File: src/rtl/core/pss_pkg.sv
// Package for the program stream packet scanner.
// Holds parse phase codes, event kinds, the event record type and header tables.
// No dependencies.
package pss_pkg;

    localparam logic [3:0] PH_HUNT      = 4'd0;
    localparam logic [3:0] PH_ID        = 4'd1;
    localparam logic [3:0] PH_PACK_B4   = 4'd2;
    localparam logic [3:0] PH_PACK_B13  = 4'd3;
    localparam logic [3:0] PH_LEN_HI    = 4'd4;
    localparam logic [3:0] PH_LEN_LO    = 4'd5;
    localparam logic [3:0] PH_SKIP      = 4'd6;
    localparam logic [3:0] PH_AV_FIRST  = 4'd7;
    localparam logic [3:0] PH_PS_FIRST  = 4'd8;
    localparam logic [3:0] PH_PS_HDRLEN = 4'd9;
    localparam logic [3:0] PH_PS_STUFF  = 4'd10;
    localparam logic [3:0] PH_PS_TABLE  = 4'd11;
    localparam logic [3:0] PH_PS_SUBID  = 4'd12;
    localparam logic [3:0] PH_STOPPED   = 4'd13;

    localparam logic [2:0] EV_PACK    = 3'd0;
    localparam logic [2:0] EV_PES     = 3'd1;
    localparam logic [2:0] EV_SKIPPED = 3'd2;
    localparam logic [2:0] EV_END     = 3'd3;
    localparam logic [2:0] EV_ES      = 3'd4;
    localparam logic [2:0] EV_WEIRD   = 3'd5;
    localparam logic [2:0] EV_MISSING = 3'd6;

    localparam logic [7:0] ID_END  = 8'hb9;
    localparam logic [7:0] ID_PACK = 8'hba;
    localparam logic [7:0] ID_PS1  = 8'hbd;
    localparam logic [7:0] ID_SEQ  = 8'hb3;

    // Classified event from the front, counted and completed by the back
    typedef struct packed {
        logic [2:0]  kind;
        logic [7:0]  id;
        logic [31:0] start;
        logic [15:0] len;
        logic        m2;
        logic        mis;
        logic        count;     // bump packet count for id
        logic        sub_ok;    // check sub-id for a new track
        logic [7:0]  sub;
    } ev_t;

    // Extra header bytes after an MPEG-1 header code, zero for invalid codes
    function automatic logic [3:0] mpeg1_extra(input logic [3:0] code);
        logic [3:0] r;
        begin
            unique case (code)
                4'd0:    r = 4'd1;
                4'd2:    r = 4'd5;
                4'd3:    r = 4'd10;
                default: r = 4'd0;
            endcase
            return r;
        end
    endfunction

endpackage

File: src/rtl/core/pss_front.sv
// Front parser: tracks the start code window and packet phases, emits event records.
// Depends on pss_pkg.
module pss_front
    import pss_pkg::*;
#(
    parameter int STUFFING_LIMIT = 16
) (
    input  logic       clk,
    input  logic       rst_n,
    input  logic [4:0] align_log2,
    input  logic       in_fire,
    input  logic [7:0] data_byte,
    input  logic       ev_stall,
    output logic       ev_valid,
    output ev_t        ev
);
    localparam int SCW = $clog2(STUFFING_LIMIT + 1);

    logic [3:0]     phase_reg, phase_next;
    logic [23:0]    win_reg, win_next;
    logic [31:0]    pos_reg;
    logic [8:0]     hidx_reg, hidx_next;
    logic [16:0]    skip_reg, skip_next;
    logic [7:0]     id_reg, id_next;
    logic [15:0]    len_reg, len_next;
    logic [31:0]    pstart_reg, pstart_next;
    logic [31:0]    lastpack_reg, lastpack_next;
    logic [SCW-1:0] stuff_reg, stuff_next;
    logic [9:0]     goal_reg, goal_next;
    logic           warned_reg, warned_next;
    logic           m2_reg, m2_next;

    logic        emit;
    ev_t         e;
    logic [31:0] inc, amask;
    logic [3:0]  extra;
    logic [8:0]  hi1;
    logic [3:0]  bphase;

    // Next-state parse logic for one byte
    always_comb
    begin
        phase_next = phase_reg; win_next = win_reg; hidx_next = hidx_reg;
        skip_next = skip_reg; id_next = id_reg; len_next = len_reg;
        pstart_next = pstart_reg; lastpack_next = lastpack_reg;
        stuff_next = stuff_reg; goal_next = goal_reg;
        warned_next = warned_reg; m2_next = m2_reg;
        emit = 1'b0; bphase = phase_reg;
        e = '0;
        e.id = id_reg; e.start = pstart_reg; e.len = len_reg;
        inc = pstart_reg - lastpack_reg;
        amask = (32'd1 << align_log2) - 32'd1;
        extra = mpeg1_extra(data_byte[7:4]);
        hi1 = (hidx_reg < 9'd511) ? hidx_reg + 9'd1 : hidx_reg;
        unique case (phase_reg)
            PH_STOPPED: ;
            PH_HUNT:
            begin
                win_next = {win_reg[15:0], data_byte};
                if (hidx_reg < 9'd3) hidx_next = hidx_reg + 9'd1;
                if (win_next == 24'h000001)
                begin
                    pstart_next = pos_reg - 32'd2;
                    phase_next = PH_ID;
                end
                else if (hidx_next >= 9'd3 && !warned_reg)
                begin
                    warned_next = 1'b1;
                    emit = 1'b1;
                    e.kind = EV_MISSING; e.id = 8'd0; e.start = pos_reg - 32'd2;
                    e.len = 16'd0;
                end
            end
            PH_ID:
            begin
                id_next = data_byte; hidx_next = 9'd3; m2_next = 1'b0;
                e.id = data_byte; e.len = 16'd0;
                if (data_byte == ID_END)
                begin
                    phase_next = PH_STOPPED; emit = 1'b1; e.kind = EV_END;
                end
                else if (data_byte == ID_PACK)
                begin
                    phase_next = PH_PACK_B4;
                end
                else if (data_byte == ID_SEQ || data_byte < ID_END)
                begin
                    phase_next = PH_STOPPED; emit = 1'b1; e.kind = EV_ES;
                end
                else
                begin
                    phase_next = PH_LEN_HI;
                end
            end
            PH_PACK_B4:
            begin
                hidx_next = 9'd4; lastpack_next = pstart_reg;
                emit = 1'b1; e.count = 1'b1; e.id = ID_PACK; e.len = 16'd0;
                e.mis = (inc != 32'd0) && ((inc & amask) != 32'd0);
                e.kind = EV_PACK;
                if (data_byte[7:6] == 2'b01)
                begin
                    e.m2 = 1'b1; phase_next = PH_PACK_B13;
                end
                else if (data_byte[7:4] == 4'h2)
                begin
                    skip_next = 17'd7; phase_next = PH_SKIP;
                end
                else
                begin
                    e.kind = EV_WEIRD; phase_next = PH_STOPPED;
                end
            end
            PH_PACK_B13:
            begin
                hidx_next = hidx_reg + 9'd1;
                if (hidx_next >= 9'd13)
                begin
                    skip_next = {14'd0, data_byte[2:0]};
                    if (data_byte[2:0] == 3'd0)
                    begin
                        phase_next = PH_HUNT; win_next = '1; hidx_next = '0;
                    end
                    else phase_next = PH_SKIP;
                end
            end
            PH_LEN_HI:
            begin
                hidx_next = 9'd4; len_next = {data_byte, 8'd0}; phase_next = PH_LEN_LO;
            end
            PH_LEN_LO:
            begin
                hidx_next = 9'd5;
                len_next = {len_reg[15:8], data_byte};
                skip_next = {1'b0, len_next};
                e.len = len_next;
                if (id_reg == 8'hbc || id_reg > 8'he9)
                begin
                    emit = 1'b1; e.kind = EV_SKIPPED;
                    if (len_next == 16'd0)
                    begin
                        phase_next = PH_HUNT; win_next = '1; hidx_next = '0;
                    end
                    else phase_next = PH_SKIP;
                end
                else if (id_reg == 8'hbb || id_reg == 8'hbe || id_reg == 8'hbf
                         || len_next == 16'd0)
                begin
                    emit = 1'b1; e.kind = EV_PES; e.count = 1'b1;
                    if (len_next == 16'd0)
                    begin
                        phase_next = PH_HUNT; win_next = '1; hidx_next = '0;
                    end
                    else phase_next = PH_SKIP;
                end
                else
                begin
                    phase_next = (id_reg == ID_PS1) ? PH_PS_FIRST : PH_AV_FIRST;
                end
            end
            default:
            begin
                // Packet body byte
                hidx_next = hi1;
                if (skip_reg != 17'd0) skip_next = skip_reg - 17'd1;
                e.kind = EV_PES; e.count = 1'b1;
                if (phase_reg == PH_PS_FIRST)
                begin
                    if (data_byte[7:6] == 2'b10)
                    begin
                        m2_next = 1'b1; phase_next = PH_PS_HDRLEN;
                    end
                    else
                    begin
                        m2_next = 1'b0; stuff_next = '0; bphase = PH_PS_STUFF;
                        phase_next = PH_PS_STUFF;
                    end
                end
                priority case (bphase)
                    PH_AV_FIRST:
                    begin
                        emit = 1'b1; e.m2 = (data_byte[7:6] == 2'b10);
                        phase_next = PH_SKIP;
                    end
                    PH_PS_STUFF:
                    begin
                        if (data_byte == 8'hff)
                        begin
                            if (32'(stuff_next) >= STUFFING_LIMIT)
                            begin
                                emit = 1'b1; phase_next = PH_SKIP;
                            end
                            else stuff_next = stuff_next + SCW'(1);
                        end
                        else if (data_byte[7:6] == 2'b01)
                        begin
                            goal_next = {1'b0, hi1} + 10'd2; phase_next = PH_PS_TABLE;
                        end
                        else if (extra == 4'd0)
                        begin
                            emit = 1'b1; phase_next = PH_SKIP;
                        end
                        else
                        begin
                            goal_next = {1'b0, hi1} + {6'd0, extra};
                            phase_next = PH_PS_SUBID;
                        end
                    end
                    PH_PS_HDRLEN:
                    begin
                        if (hi1 == 9'd8)
                        begin
                            goal_next = 10'd9 + {2'd0, data_byte};
                            phase_next = PH_PS_SUBID;
                        end
                    end
                    PH_PS_TABLE:
                    begin
                        if ({1'b0, hi1} == goal_reg)
                        begin
                            if (extra == 4'd0)
                            begin
                                emit = 1'b1; phase_next = PH_SKIP;
                            end
                            else
                            begin
                                goal_next = {1'b0, hi1} + {6'd0, extra};
                                phase_next = PH_PS_SUBID;
                            end
                        end
                    end
                    PH_PS_SUBID:
                    begin
                        if ({1'b0, hi1} == goal_reg)
                        begin
                            emit = 1'b1; e.m2 = m2_reg; e.sub_ok = 1'b1;
                            e.sub = data_byte; phase_next = PH_SKIP;
                        end
                    end
                    default: ;
                endcase
                if (skip_next == 17'd0)
                begin
                    if (!emit && phase_next != PH_SKIP)
                    begin
                        emit = 1'b1; e.m2 = m2_next;
                    end
                    phase_next = PH_HUNT; win_next = '1; hidx_next = '0;
                end
            end
        endcase
    end

    // Advance parser state on each accepted byte; hold a pending event while stalled
    always_ff @(posedge clk or negedge rst_n)
    begin
        if (!rst_n)
        begin
            phase_reg <= PH_HUNT; win_reg <= '1; pos_reg <= '0; hidx_reg <= '0;
            skip_reg <= '0; id_reg <= '0; len_reg <= '0; pstart_reg <= '0;
            lastpack_reg <= '0; stuff_reg <= '0; goal_reg <= '0;
            warned_reg <= 1'b0; m2_reg <= 1'b0; ev_valid <= 1'b0;
        end
        else
        begin
            if (in_fire) ev_valid <= emit;
            else ev_valid <= ev_valid && ev_stall;
            if (in_fire)
            begin
                phase_reg <= phase_next; win_reg <= win_next; pos_reg <= pos_reg + 32'd1;
                hidx_reg <= hidx_next; skip_reg <= skip_next; id_reg <= id_next;
                len_reg <= len_next; pstart_reg <= pstart_next;
                lastpack_reg <= lastpack_next; stuff_reg <= stuff_next;
                goal_reg <= goal_next; warned_reg <= warned_next; m2_reg <= m2_next;
            end
        end
    end

    // Hold the event record
    always_ff @(posedge clk)
    begin
        if (in_fire)
        begin
            ev <= e;
        end
    end
endmodule

File: config.mk
export PLATFORM = sky130hd
export DESIGN_NAME = pss_front
export DESIGN_NICKNAME = d
export VERILOG_FILES = /design/src/rtl/core/pss_pkg.sv /design/src/rtl/core/pss_front.sv
export SDC_FILE = /design/constraint.sdc
export NUM_CORES = 1
export LEC_CHECK = 0
export BUFFER_PORTS_ARGS = -buffer_cell sky130_fd_sc_hd__buf_4
export CAP_MARGIN = 20
export CORE_AREA = 2 2 191 193
export DETAILED_ROUTE_END_ITERATION = 6
export DIE_AREA = 0 0 193 195
export SKIP_LAST_GASP = 1
export SYNTH_ARGS = -nofsm -noshare
export SYNTH_HDL_FRONTEND = slang
export SYNTH_SLANG_ARGS = --single-unit
File: constraint.sdc
create_clock -name clk -period 7.9 [get_ports clk]
set_input_delay 0.395 -clock clk [delete_from_list [all_inputs] [get_ports clk]]
set_output_delay 0.395 -clock clk [all_outputs]
set_load 0.05 [all_outputs]
==> flow_metrics.env <==
export IMPL_cts_buffer_depth=3
export IMPL_hp_class="in2async"
export IMPL_dr_pass1_iters=6
export IMPL_synth_top_family_by_area="compound AO/OA/AOI/OAI gates"
export IMPL_cts_setup_buffers=0
export IMPL_nets=1880
export IMPL_cp_max_fo=19
export IMPL_rows=69
export IMPL_clk_pin_slew_ns=0.06
export IMPL_cts_buffers=29
export IMPL_yosys_area_share_simple_pct=19.5
export IMPL_hold_viol_final=12
export IMPL_core_area_mm2=0.0354
export IMPL_critPathCaptureType="flop"
export IMPL_synth_xor_area_share_pct=6.15
export IMPL_fin_crit_ns=3.95
export IMPL_rsz0062_at_grt="no"
export IMPL_r2r_slack_ns=4.05
export IMPL_cts_tree="done"
export IMPL_path_cells="buf_4, or3_1, or3_1, ha_1, inv_1, o22ai_1, a21oi_1, nand3b_1, nor2b_1, a2111oi_0, nand4b_1, or4_1, nor4_1, a31oi_1"
export IMPL_globalplace_congestion=0.929
export IMPL_fillers=3345
export IMPL_max_stage_delay_ns=0.52
export IMPL_post_drt_wl_per_cell_um=18.6
export IMPL_post_route_period_util_pct=50.1
export IMPL_final_util_pct=50.0
export IMPL_antenna_found_initial=0
export IMPL_cts_sinks=254
export IMPL_grt_usage_pct=22.6
export IMPL_final_layout_size_suffix_gt1_share_pct=12.6
export IMPL_num_io_pins=89
export IMPL_synth_main_ff_cell="dfrtp_1"
export IMPL_htreeDepth=1
export IMPL_worstSetupStartpoint="align_log2[1]"
export IMPL_worst_slack_ns=3.95
export IMPL_dp_cells=2242
export IMPL_grt_max_degree=119
export IMPL_drt_initial_drc_count=933
export IMPL_reg2reg_to="win_reg[3]$_DFFE_PN1P_"
export IMPL_critPathArrivalTime_ns=4.26
export IMPL_power_density_mw_per_mm2=296
export IMPL_start_kind="primary input"
export IMPL_synthArstFlopShare_pct=72.0
export IMPL_slowest_stage="or3_1"
export IMPL_cts_resized=0
export IMPL_clk_latency_ns=0.57
export IMPL_numPortBuffers=88
export IMPL_cp_common_cell="or3_1"
export IMPL_seq_area_frac_synth_pct=42.5
export IMPL_setup_viol=0
export IMPL_antenna_left=0
export IMPL_reg2reg_from="skip_reg[3]$_DFFE_PN0P_"
export IMPL_fp_dieH_um=195
export IMPL_slew_headroom_pct=23.4
export IMPL_vdd_drop_max_uv=198
export IMPL_clockRootBuffer="clkbuf_16"
export IMPL_grt_pass1_vias=12800
export IMPL_maxSlewViolCount=0
export IMPL_maxCapViolCount=0
export IMPL_synth_warnings=0
export IMPL_num_antenna_cells=0
export IMPL_hold_buffers=0
export IMPL_detailed_place_hpwl_um=30500
export IMPL_worst_slew_pin_slew_ns=1.14
export IMPL_yosys_cell_types_count=82
export IMPL_synth_compound_area_share_pct=19.6
export IMPL_drcViolationCount=0
export IMPL_postSynthCellCount=1788
export IMPL_die_area_mm2=0.0376
export IMPL_power_leakage_uw=0.00731
export IMPL_ys_seq_elements=254
export IMPL_violations="hold timing"
export IMPL_syn_avg_cell_area_um2=8.85
export IMPL_synth_edf_count=71
export IMPL_routed_via_count=13400
export IMPL_viasPerCell=5.84
export IMPL_die_w_um=193
export IMPL_gr_total_overflow=0
export IMPL_required_ns=8.21
export IMPL_rr_worst_depth=9
export IMPL_max_freq_mhz=253
export IMPL_layout_commonest_cell="nand2_1"
export IMPL_synthAdderAreaFrac_pct=4.19
export IMPL_syn_to_final_growth_pct=11.9
export IMPL_wl_um=42700
export IMPL_synth_area_mm2=0.0158
export IMPL_synthMuxAreaShare_pct=3.61
export IMPL_timing_hold_ws_ns=-0.0363
export IMPL_initial_utilization_pct=44.7
export IMPL_largest_reg_flops=71
export IMPL_final_cell_mix="nand2_1 (232), o21ai_0 (173), dfrtp_1 (167), nor2_1 (136), a21oi_1 (110)"
export IMPL_clock_skew_ns=0.0164
export IMPL_preCtsSetupSlack_ns=3.46
export IMPL_fin_setup_tns_ns=0
export IMPL_grt_pass1_wl_um=68500
export IMPL_status="complete, but fails checks"
export IMPL_crit_type="in2reg"
export IMPL_synth_nets=1856
export IMPL_stdcell_count=2296
==> layout make-up <==
| type | count | area, µm² | area share [%] |
|---|---|---|---|
| clock buffers | 39 | 773 | 4.37 |
| repair buffers | 100 | 764 | 4.32 |
| clock inverters | 15 | 180 | 1.02 |
| well taps | 461 | 577 | 3.26 |
| inverters | 71 | 267 | 1.51 |
| multi-input cells | 1356 | 8400 | 47.5 |
| flip-flops and latches | 254 | 6730 | 38.0 |
==> Yosys cell counts (all sizes together) (8+ instances only) <==
library cell  instances  area [µm²]
a211oi                9        67.6
a21o                 12        90.1
a21oi               110         551
a22o                 10        87.6
a22oi                19         143
a31oi                22         138
and2                 33         206
and3                 10        62.6
buf                  11        67.6
clkbuf               96         360
dfrtp               167        4180
dfstp                16         420
edfxtp               71        2130
ha                   49         613
inv                  70         263
mux2                 48         541
nand2               232         871
nand2b               20         125
nand3                53         265
nand4                24         150
nor2                136         510
nor2b                15        93.8
nor3                 47         257
nor4                 27         184
o211ai               10        75.1
o21a                 17         135
o21ai               179         896
o22a                 18         158
o22ai                20         125
or3                  10        62.6
or4                   8        63.8
xnor2                84         736
xor2                 27         236
==> power by group <==
part / leakage, µW / total (µW) / internal [µW] / switching (µW)
registers: 0.00313 / 1940 / 1650 / 288
logic: 0.00371 / 1940 / 677 / 1260
clock network: 0.000467 / 1360 / 815 / 549
total: 0.00731 / 5240 / 3150 / 2100
==> metrics by stage <==
stage               hold WS, ns  total power (µW)  instance area [µm²]
detailed placement        0.450              3870                16700
global placement          0.450              3840                16700
global route             0.0525              5560                17700
CTS                      0.0130              5260                17700
floorplan                0.0994              3330                15800
finish                  -0.0363              5240                17700
==> kinds of logic after synthesis <==
group / after synthesis
buffers and inverters: 178
muxes: 51
DFF: 254
and+or+nand+nor: 644
xor gates and xnor gates: 111
adders and majority gates: 52
AOI/OAI and AO/OA: 498
==> worst max-delay path by stage <==
stage,end,cells after the start
after CTS,ev[10]$_SDFFCE_PN0P_,14
after floorplan,ev[10]$_SDFFCE_PN0P_,16
after detailed placement,ev[10]$_SDFFCE_PN0P_,14
after global placement,ev[10]$_SDFFCE_PN0P_,14
final,ev[10]$_SDFFCE_PN0P_,14
after global routing,ev[10]$_SDFFCE_PN0P_,14
==> routing by layer <==
layer | up-vias | global-route usage [%] | routed length (µm)
li1 | 6490 | - | -
met1 | 6470 | 29.7 | 18300
met2 | 365 | 38.7 | 21100
met3 | 80 | 2.68 | 2020
met4 | 0 | 7.18 | 1200
met5 | - | 0 | 0
==> worst max-delay path: cells and delay by family <==
kind	cells	cell delay, ns
AO/OA/AOI/OAI	4	0.97
adder cells (fa/ha/maj)	1	0.41
buffers and inverters	2	0.44
AND/OR/NAND/NOR	7	2.04
No activity file was read; power rests on OpenSTA's default activity.
